`config.mk`:
```
export PLATFORM = sky130hd
export DESIGN_NAME = vn_sqrt_step
export DESIGN_NICKNAME = d
export VERILOG_FILES = /design/src/rtl/core/vn_pkg.sv /design/src/rtl/core/vn_sqrt_step.sv
export SDC_FILE = /design/constraint.sdc
export NUM_CORES = 1
export LEC_CHECK = 0
export ABC_CLOCK_PERIOD_IN_PS = 2950
export BUFFER_PORTS_ARGS = -buffer_cell sky130_fd_sc_hd__buf_4
export CAP_MARGIN = 20
export CORE_MARGIN = 4
export CORE_UTILIZATION = 46
export CTS_BUF_LIST = sky130_fd_sc_hd__clkbuf_8
export DETAILED_ROUTE_END_ITERATION = 7
export GPL_TIMING_DRIVEN = 0
export PLACE_DENSITY = 0.79
export SLEW_MARGIN = 5
export SYNTH_ARGS = -nofsm -noshare
export SYNTH_HDL_FRONTEND = slang
export SYNTH_SLANG_ARGS = --single-unit
```
`constraint.sdc`:
```
create_clock -name clk -period 2.95 [get_ports clk]
set_clock_uncertainty 0.1 [all_clocks]
set_input_delay 0.59 -clock clk [delete_from_list [all_inputs] [get_ports clk]]
set_output_delay 0.59 -clock clk [all_outputs]
set_load 0.005 [all_outputs]
```
`src/rtl/core/vn_pkg.sv`:
```
`default_nettype none
package vn_pkg;

	// Default widths of the block.
	localparam int unsigned IN_WIDTH_DEF      = 16;
	localparam int unsigned OUT_FRAC_BITS_DEF = 14;

	// Width of each normalized output field.
	localparam int unsigned FIELD_W = 16;

	// Number of vector components.
	localparam int unsigned NUM_COMP = 3;

endpackage
`default_nettype wire

```
`src/rtl/core/vn_sqrt_step.sv`:
```
`default_nettype none
// One digit of the scaled integer square root, followed by its pipeline register.
module vn_sqrt_step
	import vn_pkg::*;
#(
	parameter int unsigned IN_WIDTH      = IN_WIDTH_DEF,
	parameter int unsigned OUT_FRAC_BITS = OUT_FRAC_BITS_DEF,
	parameter int unsigned IDX           = 0,
	parameter int unsigned SIDE_W        = 1
) (
	input  wire logic                                    clk,
	input  wire logic                                    en,
	input  wire logic [2*IN_WIDTH-1:0]                   s_in,
	input  wire logic [IN_WIDTH+OUT_FRAC_BITS-1:0]       root_in,
	input  wire logic [IN_WIDTH+OUT_FRAC_BITS+2:0]       rem_in,
	input  wire logic [SIDE_W-1:0]                       side_in,
	output logic      [2*IN_WIDTH-1:0]                   s_out,
	output logic      [IN_WIDTH+OUT_FRAC_BITS-1:0]       root_out,
	output logic      [IN_WIDTH+OUT_FRAC_BITS+2:0]       rem_out,
	output logic      [SIDE_W-1:0]                       side_out
);

	localparam int unsigned R_W  = IN_WIDTH + OUT_FRAC_BITS;
	localparam int unsigned RM_W = R_W + 3;

	logic [1:0]      pair;
	logic [RM_W-1:0] rem_sh;
	logic [RM_W-1:0] trial;
	logic            ge;
	logic [RM_W-1:0] rem_nx;
	logic [R_W-1:0]  root_nx;

	// The low digit pairs of the scaled sum are all zero.
	generate
		if (IDX >= OUT_FRAC_BITS) begin : g_pair
			assign pair = s_in[2*(IDX-OUT_FRAC_BITS) +: 2];
		end else begin : g_zero
			assign pair = 2'b00;
		end
	endgenerate

	always_comb begin
		rem_sh  = {rem_in[RM_W-3:0], pair};
		trial   = RM_W'({root_in, 2'b01});
		ge      = (rem_sh >= trial);
		rem_nx  = ge ? (rem_sh - trial) : rem_sh;
		root_nx = {root_in[R_W-2:0], ge};
	end

	always_ff @(posedge clk) begin
		if (en) begin
			s_out    <= s_in;
			root_out <= root_nx;
			rem_out  <= rem_nx;
			side_out <= side_in;
		end
	end

endmodule
`default_nettype wire

```
==> reports/metrics.cfg <==
[status]
status = finished, final reports clean

[timing]
fmax_mhz = 353
worst_hold_slack_ns = 0.292
drv_slew = 0
slew_headroom_pct = 67.1
tightest_slew_ns = 0.493
finalHoldViolations = 0
worst_slack_ns = 0.114
setup_viol = 0
period_minus_slack_ns = 2.84
finalSetupTns_ns = 0
fin_crit_sh_pct = 96.1

[synthesis]
yosysWarnings = 0
ys_top_cells_by_area = edfxtp_1 (55%), ha_1 (7.3%), a21oi_1 (4.9%)
synth_area_mm2 = 0.00514
ys_seq_area_share_pct = 55.5
async_reset_ff_share_pct = 0
synthFlopType = edfxtp_1
post_synth_num_cell_types = 58
yosysMostFrequentCell = edfxtp_1
syn_nets = 571
syn_inst = 442
synth.top_cell.area_share_pct = 55.5
postSynthAreaPerCell_um2 = 11.6
synth_edf_count = 95
synth_top_cell_by_area = edfxtp_1
yosys-top-cells-count = edfxtp_1 (95), a21oi_1 (50), nor2_1 (47)
synth-seq-cells = 95

[final_layout]
fill_cells = 866
final_util_pct = 64.8
n_antenna_cell = 0
nNetsFinal = 776
final_layout_size_suffix_gt1_share_pct = 39.0
post-route-cell-area_mm2 = 0.00706
synthToLayoutAreaGrowth_pct = 37.3
final_cells = 792

[floorplanning]
num_rows = 38
core-area_mm2 = 0.0109
die_area_mm2 = 0.0129
die_h_um = 114
initial_core_util_pct = 47.2
io_pins = 194
die_w_um = 114

[placed_design]
hpwl_um = 9990
gp_congestion = 0.865
place_area_mm2 = 0.00676
pre_cts_ws_ns = -0.444
dp.cells = 773
numPortBuffers = 191

[clocking]
ctsHoldBuffers = 0
cts_buffers = 9
cts_tree = built
clockBufferDepth = 2
cts-htree-levels = 3
cts-root-buf = clkbuf_8
cts.sinks = 95
clkTransAtPathRegs_ns = 0.10

[routing]
first_pass_iters = 5
drc = 0
wirelength_um = 13200
wl_per_cell_um = 16.6
num_vias = 4150
viasPerCell = 5.24
drtIter0Drc = 270
final_antenna_net_count = 0

[worst_setup_path]
critPathTopFamily = compound AO/OA/AOI/OAI gates
path_buf_inv = 3
cp.required_ns = 2.97
crit_chain = buf_4 -> inv_2 -> ha_4 -> inv_1 -> fa_2 -> nand2b_4 -> a21o_1 -> and2_4 -> a2111oi_4 -> o2111ai_2 -> a31oi_1 -> xnor2_1 -> a21oi_2
critPathMaxFanout = 3
end_kind = flop
cp-start-kind = input pin
max_stage_delay_ns = 0.42
worstPathArrival_ns = 2.86
path_class = input pin to flop
cp_slowest_cell = a2111oi_4

[power_and_ir_drop]
p_leak_nw = 3.06
ir_drop_mv = 0.249
cellPowerDensity_mw_per_mm2 = 494
totalPowerFinal_mw = 3.49

[global_routing]
grt_pass1_vias = 4200
gr-total-overflow = 0
grt_pass1_wl_um = 20300
gr-usage-all-layers_pct = 19.8
grt_max_degree = 96
antenna_found_initial = 0

[run]
maxCapViolations = 0

[min_path]
holdCritPathClass = input pin to flop

## layout make-up
class                   instances  area (um^2)  share of cell area, %
flip-flops and latches         95         2850                   40.4
multi-input cells             294         2140                   30.3
repair buffers                195         1480                   21.0
well taps                     140          175                   2.48
inverters                      40          150                   2.13
clock buffers                   9          124                   1.75
plain buffers                  12         72.6                   1.03
clock inverters                 7         61.3                  0.868
## cells by family (layout without fill, tap and decap cells)
kind of cell             Yosys count  count (layout)  synth area share (%)
flip-flops                        95              95                  55.5
buffers and inverters             53             263                  4.40
XOR/XNOR                          25              25                  4.26
multiplexers                       9               9                  1.95
AO/OA/AOI/OAI                    128             128                  17.4
adder cells (fa/ha/maj)           31              31                  7.69
AND/OR/NAND/NOR                  101             101                  8.76
## state kept, by name, indices dropped and copies added, names as in the netlist
register / count
side_out: 1
s_out: 32
rem_out: 32
root_out: 30
## where the power goes
| group | total [mW] | internal [mW] | switching [mW] | leakage, nW |
|---|---|---|---|---|
| Sequential | 1.70 | 1.66 | 0.0403 | 0.931 |
| Combinational | 0.956 | 0.486 | 0.469 | 2.03 |
| Clock | 0.833 | 0.325 | 0.508 | 0.0957 |
## worst paths after layout
kind | to | from | cells after the start | slack, ns
worst max-delay path | rem_out[18]$_DFFE_PP_ | root_in[0] | 13 | 0.11
worst min-delay path | s_out[21]$_DFFE_PP_ | s_in[21] | 1 | 0.29
## placed cells by master (no fill, tap or decap), types with 2 or more instances in the layout
master	count
nand3_1	7
o21ai_1	5
o21bai_1	4
ha_1	29
o21a_1	4
nor3_1	9
a2111oi_4	2
buf_4	197
a41oi_2	2
clkinv_4	2
a21o_1	6
inv_6	2
mux2_1	5
o211a_1	2
a31oi_1	4
a21oi_1	50
a21boi_0	3
clkbuf_8	9
edfxtp_1	95
nor2_1	47
a21oi_2	2
inv_8	2
nor2b_1	4
mux2_2	3
o21ai_0	17
inv_1	38
xor2_1	5
nand2_1	20
o21ai_2	5
nand2b_1	3
buf_2	6
inv_2	2
o211ai_1	4
xnor2_1	20
## timing repair
action | CTS | global route
resized for setup | 2 | 12
pin swaps | 2 | 7
endpoints found under the setup margin | 6 | 28
setup buffers | 1 | 2
endpoints found under the hold margin | 0 | 0
## per-layer routing
metal  part of all wire, %  global-route usage (%)
met1                    41                    24.5
met2                    48                    34.0
met3                   9.0                    6.05
met4                   1.5                    4.73
met5                     0                       0
Note: power is estimated with default switching activity, not from simulation.
