`config.mk`:
```
export PLATFORM = sky130hd
export DESIGN_NAME = vn_div_step
export DESIGN_NICKNAME = d
export VERILOG_FILES = /design/src/rtl/core/vn_pkg.sv /design/src/rtl/core/vn_div_step.sv
export SDC_FILE = /design/constraint.sdc
export NUM_CORES = 1
export LEC_CHECK = 0
export CORE_AREA = 2 2 105 107
export DETAILED_ROUTE_END_ITERATION = 12
export DIE_AREA = 0 0 107 109
export DONT_BUFFER_PORTS = 1
export GPL_TIMING_DRIVEN = 0
export HOLD_SLACK_MARGIN = 0.1
export PLACE_DENSITY = 0.56
export RECOVER_POWER = 25
export SYNTH_ARGS = -nofsm -noshare
export SYNTH_HDL_FRONTEND = slang
export SYNTH_SLANG_ARGS = --single-unit
export TNS_END_PERCENT = 30
```
`constraint.sdc`:
```
create_clock -name clk -period 4.6 [get_ports clk]
set_input_delay 0.46 -clock clk [delete_from_list [all_inputs] [get_ports clk]]
set_output_delay 0.46 -clock clk [all_outputs]
set_load 0.05 [all_outputs]
```
`src/rtl/core/vn_pkg.sv`:
```
`default_nettype none
package vn_pkg;

	// Default widths of the block.
	localparam int unsigned IN_WIDTH_DEF      = 16;
	localparam int unsigned OUT_FRAC_BITS_DEF = 14;

	// Width of each normalized output field.
	localparam int unsigned FIELD_W = 16;

	// Number of vector components.
	localparam int unsigned NUM_COMP = 3;

endpackage
`default_nettype wire

```
`src/rtl/core/vn_div_step.sv`:
```
`default_nettype none
// One quotient bit of the scaled restoring division, followed by its pipeline register.
module vn_div_step
	import vn_pkg::*;
#(
	parameter int unsigned IN_WIDTH      = IN_WIDTH_DEF,
	parameter int unsigned OUT_FRAC_BITS = OUT_FRAC_BITS_DEF,
	parameter int unsigned IDX           = 0
) (
	input  wire logic                                clk,
	input  wire logic                                en,
	input  wire logic [IN_WIDTH-1:0]                 mag_in,
	input  wire logic [IN_WIDTH+OUT_FRAC_BITS-1:0]   m_in,
	input  wire logic [IN_WIDTH+OUT_FRAC_BITS:0]     rem_in,
	input  wire logic [OUT_FRAC_BITS+1:0]            q_in,
	input  wire logic                                sat_in,
	output logic      [IN_WIDTH-1:0]                 mag_out,
	output logic      [IN_WIDTH+OUT_FRAC_BITS:0]     rem_out,
	output logic      [OUT_FRAC_BITS+1:0]            q_out,
	output logic                                     sat_out
);

	localparam int unsigned R_W = IN_WIDTH + OUT_FRAC_BITS;
	localparam int unsigned Q_W = OUT_FRAC_BITS + 2;
	localparam logic [Q_W-1:0] LIMIT = Q_W'(1) << OUT_FRAC_BITS;

	logic           dbit;
	logic [R_W:0]   rem_sh;
	logic           ge;
	logic [R_W:0]   rem_nx;
	logic [Q_W-1:0] q_sh;
	logic           sat_nx;

	// Dividend is the magnitude shifted up by twice the fraction width.
	generate
		if (IDX >= 2*OUT_FRAC_BITS) begin : g_bit
			assign dbit = mag_in[IDX-2*OUT_FRAC_BITS];
		end else begin : g_zero
			assign dbit = 1'b0;
		end
	endgenerate

	always_comb begin
		rem_sh = {rem_in[R_W-1:0], dbit};
		ge     = (rem_sh >= {1'b0, m_in});
		rem_nx = ge ? (rem_sh - {1'b0, m_in}) : rem_sh;
		q_sh   = {q_in[Q_W-2:0], ge};
		// Once the quotient passes the limit it stays clamped.
		sat_nx = sat_in | (q_sh > LIMIT);
	end

	always_ff @(posedge clk) begin
		if (en) begin
			mag_out <= mag_in;
			rem_out <= rem_nx;
			q_out   <= q_sh;
			sat_out <= sat_nx;
		end
	end

endmodule
`default_nettype wire

```
==> results.py, run 1 <==
metrics = {
    "routing": {
        "drc": 0,
        "vias_per_cell": 5.42,
        "vias": 3070,
        "routed_wl_um": 10500,
        "wire_per_inst_um": 18.5,
        "drt_iter0_drc": 156,
        "ant_nets": 0,
        "firstDrtPassIters": 4,
    },
    "floorplan": {
        "dieArea_mm2": 0.0117,
        "rows": 38,
        "fp.dieW_um": 107,
        "start_util_pct": 39.2,
        "core_area_mm2": 0.0106,
        "die_h_um": 109,
        "ios": 160,
    },
    "grt": {
        "antenna_found_initial": 0,
        "grt_max_degree": 65,
        "grt_pass1_wl_um": 15900,
        "grt_overflow": 0,
        "first_global_vias": 3061,
        "grt_use_total_pct": 18.0,
    },
    "layout": {
        "area_growth_pct": 9.24,
        "nNetsFinal": 549,
        "n_antenna_cell": 0,
        "post_route_cells_drive_above_1_share_pct": 8.45,
        "fillCellCount": 1061,
        "multi_input_area_mm2": 0.00199,
        "seq_area_mm2": 0.00192,
    },
    "timing": {
        "tns_ns": 0,
        "max_freq_mhz": 324,
        "finalCritPeriodShare_pct": 67.1,
        "fin_crit_ns": 3.09,
        "tightest_slew_ns": 0.835,
        "slew_violations": 0,
        "setup_slack_ns": 1.51,
        "rsz0062_at_grt": "no",
        "max-slew-margin-rel_pct": 43.6,
        "hold_viol": 0,
        "setup_violations": 0,
    },
    "critical_path": {
        "endpoint_kind": "register",
        "crit_type": "primary input to register",
        "crit_arrival_ns": 3.28,
        "critical_path.max_fanout": 5,
        "worstPathRequired_ns": 4.79,
        "cp-start-kind": "primary input",
    },
    "yosys": {
        "synth_nets": 538,
        "ys_seq_area_share_pct": 46.2,
        "yosysWarnings": 0,
        "synth.most_common_cell": "edfxtp_1",
        "synth_area_leaders": "edfxtp_1 46%, ha_1 9.0%, a21oi_1 6.0%",
        "ys_types": 55,
        "synth_area_mm2": 0.00416,
        "yosys.area.top_type": "edfxtp_1",
        "ys_ff_latch": 64,
        "netlist_top_cells_count": "64 x edfxtp_1, 50 x a21oi_1, 40 x nor2_1, 39 x inv_1, 30 x ha_1",
        "synthCells": 411,
        "ys_async_sr_fraction_pct": 0,
        "syn_area_per_cell_um2": 10.1,
        "synth.top_cell.area_share_pct": 46.2,
        "synth-edff-count": 64,
        "ys.flop_type": "edfxtp_1",
    },
    "clock_network": {
        "clk_pin_slew_ns": 0.08,
        "cts_resized": 0,
        "ctsHoldBuffers": 0,
        "cts_tree": "done",
        "cts_sinks": 64,
        "htreeDepth": 3,
        "numCtsBuffers": 9,
        "cts-root-buf": "clkbuf_8",
        "clock_path_buffers": 2,
        "post_cts_buffers": 0,
    },
    "pwr": {
        "cellPowerDensity_mw_per_mm2": 410,
        "peakVddDrop_mv": 0.155,
        "leakagePower_nw": 1.83,
    },
    "placed_design": {
        "dp_hpwl_um": 7910,
        "dp_slack_ns": 1.12,
        "place.gp.congestion": 0.827,
        "io_buffers": 0,
    },
    "flow_run": {
        "maxCapViolCount": 0,
    },
    "min_path": {
        "hold_class": "primary input to register",
    },
    "run_status": {
        "status": "completed",
    },
}
path summary, 6_finish.rpt:
check                 depth (start not counted)  startpoint     endpoint
worst min-delay path                          0     q_in[7]     q_out[8]
worst max-delay path                          9     m_in[0]  rem_out[22]
state kept, by name (all words and copies together) (netlist names):
register,flops
rem_out,31
mag_out,16
q_out,16
sat_out,1
per-stage QoR:
stage          utilization (%)  power (mW)  cell area [µm²]  hold WS, ns  cells
4_1_cts                   42.8        1.88             4540        0.184    566
5_1_grt                   42.8        1.95             4540        0.183    566
2_1_floorplan                -        1.27             4160        0.559    411
3_5_place_dp              40.9        1.34             4330        0.559    551
6_report                  42.8        1.86             4540        0.203    566
3_3_place_gp              40.9        1.34             4330        0.559    551
routing by layer:
layer / GRT usage [%] / part of all wire (%)
met1: 22.2 / 45
met2: 29.9 / 46
met3: 5.44 / 6.8
met4: 6.31 / 1.3
met5: 0 / 0
layout by cell type (no fill, tap or decap), types with 7 or more instances in the layout:
| cell type | count |
|---|---|
| o21ai_0 | 21 |
| a31oi_1 | 7 |
| edfxtp_1 | 64 |
| clkbuf_8 | 9 |
| nand2_1 | 22 |
| nor2_1 | 40 |
| clkbuf_1 | 11 |
| ha_1 | 30 |
| a21oi_1 | 50 |
| xor2_1 | 12 |
| nand3_1 | 11 |
| xnor2_1 | 12 |
| nand4_1 | 7 |
| a21o_1 | 7 |
| inv_1 | 39 |
kinds of logic after synthesis:
kind of cell / Yosys count / share of synthesized area (%)
compound gates: 114 / 17.2
xor+xnor: 24 / 5.06
fa+ha+maj: 31 / 9.51
buf+inv: 56 / 5.84
flops: 64 / 46.2
mux: 10 / 3.01
simple gates: 112 / 13.2
power by group:
part,total [mW],switching [mW],internal (mW)
combinational,0.335,0.192,0.143
clock,0.530,0.230,0.300
sequential,0.997,0.262,0.735
total,1.86,0.684,1.18
area by class of cell:
cell class / instances / area share (%)
multi-input combinational: 291 / 43.9
sequential: 64 / 42.3
tap: 140 / 3.86
inverter: 39 / 3.22
clock buffer: 9 / 2.73
buffer: 17 / 2.12
clock inverter: 6 / 1.87
worst max-delay path, stage by stage:
cell	delay, ns
fa_1	0.46
nand2b_1	0.18
a21oi_1	0.21
o21a_1	0.20
o211ai_1	0.13
a311o_1	0.44
o311ai_1	0.65
mux2_2	0.40
o21ai_0	0.16
Power figures use the tool's default switching activity.
==> run 2, diff against run 1 <==
- PLACE_DENSITY: 0.56 -> 0.58
- clock period: 4.6 -> 2.6 ns (I/O delays scaled with it)
==> run 2 against run 1 <==
  * The flow now finishes with violations (capacitance limit, slew limit)
  * Sequential share of layout area fell by 4.7 points
  * Die area is the same
  * Total power is 83% higher
  * Final cell count rose by 7.1%
  * Worst hold slack got worse by 0.078 ns
  * Largest cell class unchanged
  * Largest power group unchanged
==> results.py, run 2 (synthesis gave the netlist of run 1 again) <==
metrics = {
    "timing": {
        "max-slew-margin-rel_pct": -10.6,
        "fin_crit_ns": 2.52,
        "max_freq_mhz": 397,
        "hold_viol": 0,
        "rsz0062_at_grt": "no",
        "timing.hold.ws_ns": 0.126,
        "finalCritPeriodShare_pct": 96.8,
        "setup_violations": 0,
        "slew_violations": 65,
        "tightest_slew_ns": 1.66,
    },
    "clock_network": {
        "cts_tree": "done",
        "numCtsBuffers": 9,
        "htreeDepth": 3,
        "cts-root-buf": "clkbuf_8",
        "clk_pin_slew_ns": 0.08,
        "clock_path_buffers": 2,
        "cts_sinks": 64,
    },
    "routing": {
        "met1_length_um": 4710,
        "drc": 0,
        "ant_nets": 0,
        "routed_wl_um": 11300,
        "wl_met3_um": 897,
        "wl_met2_um": 5530,
        "drt_iter0_drc": 125,
        "vias_per_cell": 5.46,
        "vias": 3308,
        "firstDrtPassIters": 4,
        "top_layer_used": "met4",
        "wire_per_inst_um": 18.6,
    },
    "floorplan": {
        "fp.dieW_um": 107,
        "ios": 160,
        "die_h_um": 109,
        "rows": 38,
        "dieArea_mm2": 0.0117,
        "core_area_mm2": 0.0106,
        "start_util_pct": 39.2,
    },
    "critical_path": {
        "crit_type": "primary input to register",
        "crit_family": "simple AND/OR/NAND/NOR gates",
        "endpoint_kind": "register",
        "cp-start-kind": "primary input",
        "slowest_delay_ns": 0.45,
        "worstPathRequired_ns": 2.70,
        "worstPathCellList": "ha_4, buf_6, and3_4, a221o_1, a31o_1, or4_4, o211ai_4, nand2_4, buf_12, mux2_4",
        "cp_num_buf_inv": 2,
        "critical_path.max_fanout": 10,
        "crit_arrival_ns": 2.61,
        "slowest_stage": "or4_4",
    },
    "layout": {
        "nNetsFinal": 588,
        "mostFrequentLayoutCell": "edfxtp_1",
        "top_regs": "rem_out: 31 flops, mag_out: 16 flops, q_out: 16 flops",
        "multi_input_area_mm2": 0.00213,
        "largest_reg_flops": 31,
        "final_core_util_pct": 48.2,
        "layoutNonFillerInstCount": 606,
        "fillCellCount": 1021,
        "seq_area_mm2": 0.00192,
        "area_growth_pct": 22.8,
        "n_antenna_cell": 0,
        "design_area_mm2": 0.00511,
        "final_cell_mix": "64 x edfxtp_1, 48 x a21oi_1, 40 x nor2_1",
        "post_route_cells_drive_above_1_share_pct": 13.3,
        "largest_register": "rem_out",
    },
    "flow_run": {
        "maxCapViolCount": 1,
    },
    "run_status": {
        "status": "finished with violations",
        "violations": "capacitance limit, slew limit",
    },
    "grt": {
        "grt_pass1_wl_um": 16900,
        "first_global_vias": 3340,
        "grt_overflow": 0,
        "grt_max_degree": 65,
        "grt_use_total_pct": 18.8,
        "antenna_found_initial": 0,
    },
    "min_path": {
        "holdPathEnd": "rem_out[19]",
        "hold_path_startpoint": "rem_in[18]",
        "hold_class": "primary input to register",
        "hold_depth": 1,
    },
    "placed_design": {
        "placed_cell_area_mm2": 0.00440,
        "place.gp.congestion": 0.798,
        "io_buffers": 0,
        "placed_cells": 551,
        "dp_hpwl_um": 8200,
    },
    "pwr": {
        "leakagePower_nw": 2.06,
        "cellPowerDensity_mw_per_mm2": 669,
        "peakVddDrop_mv": 0.297,
    },
}
run 2: changes by cell type in the layout (fill, tap and decap cells not counted), moves of 3 or more:
cell / previous run / this run
dlygate4sd3_1: 0 / 32
buf_4: 0 / 7
clkbuf_1: 11 / 8
ha_1: 30 / 27
ha_4: 0 / 3
inv_1: 39 / 36
o21ai_0: 21 / 18
o21ai_1: 1 / 4
run 2: final cells by class:
class / instances / share of cell area [%]
clock inverter: 6 / 1.64
tap: 140 / 3.43
multi-input combinational: 291 / 41.6
buffer: 15 / 2.30
sequential: 64 / 37.6
clock buffer: 10 / 2.50
inverter: 39 / 2.96
timing repair buffer: 41 / 7.89
run 2: power breakdown:
part           total [mW]  internal [mW]  switching (mW)
sequential           1.77           1.30           0.463
clock               0.929          0.535           0.394
combinational       0.721          0.328           0.392
total                3.42           2.17            1.25
run 2: what timing repair did:
item,CTS,global route
cloned,0,1
setup buffers,1,6
pin swaps,2,8
setup endpoints to repair,29,28
hold buffers,33,0
hold endpoints to repair,96,0
resized for setup,8,11
run 2: metal layers:
| metal | up-vias | global-route usage [%] |
|---|---|---|
| li1 | 1606 | - |
| met4 | 0 | 6.68 |
| met2 | 143 | 32.7 |
| met5 | - | 0 |
| met1 | 1548 | 21.8 |
| met3 | 11 | 6.10 |
run 2: how the worst max path moves through the flow:
stage	from	to	slack, ns	cells past startpoint
6_report	rem_in[21]	rem_out[9]	0.08	10
5_1_grt	m_in[15]	rem_out[30]	0.002	11
4_1_cts	m_in[0]	rem_out[30]	-0.005	9
3_5_place_dp	m_in[18]	rem_out[26]	-0.53	12
3_3_place_gp	m_in[4]	rem_out[25]	-0.56	10
2_1_floorplan	rem_in[21]	rem_out[12]	-0.24	10
run 2: stage by stage:
stage | setup TNS, ns | setup slack, ns | power [mW]
finish | 0 | 0.0822 | 3.42
global route | 0 | 0.00183 | 3.57
CTS | -0.00735 | -0.00499 | 3.42
detailed placement | -13.54 | -0.529 | 2.40
global placement | -12.56 | -0.564 | 2.38
floorplan | -3.44 | -0.236 | 2.25
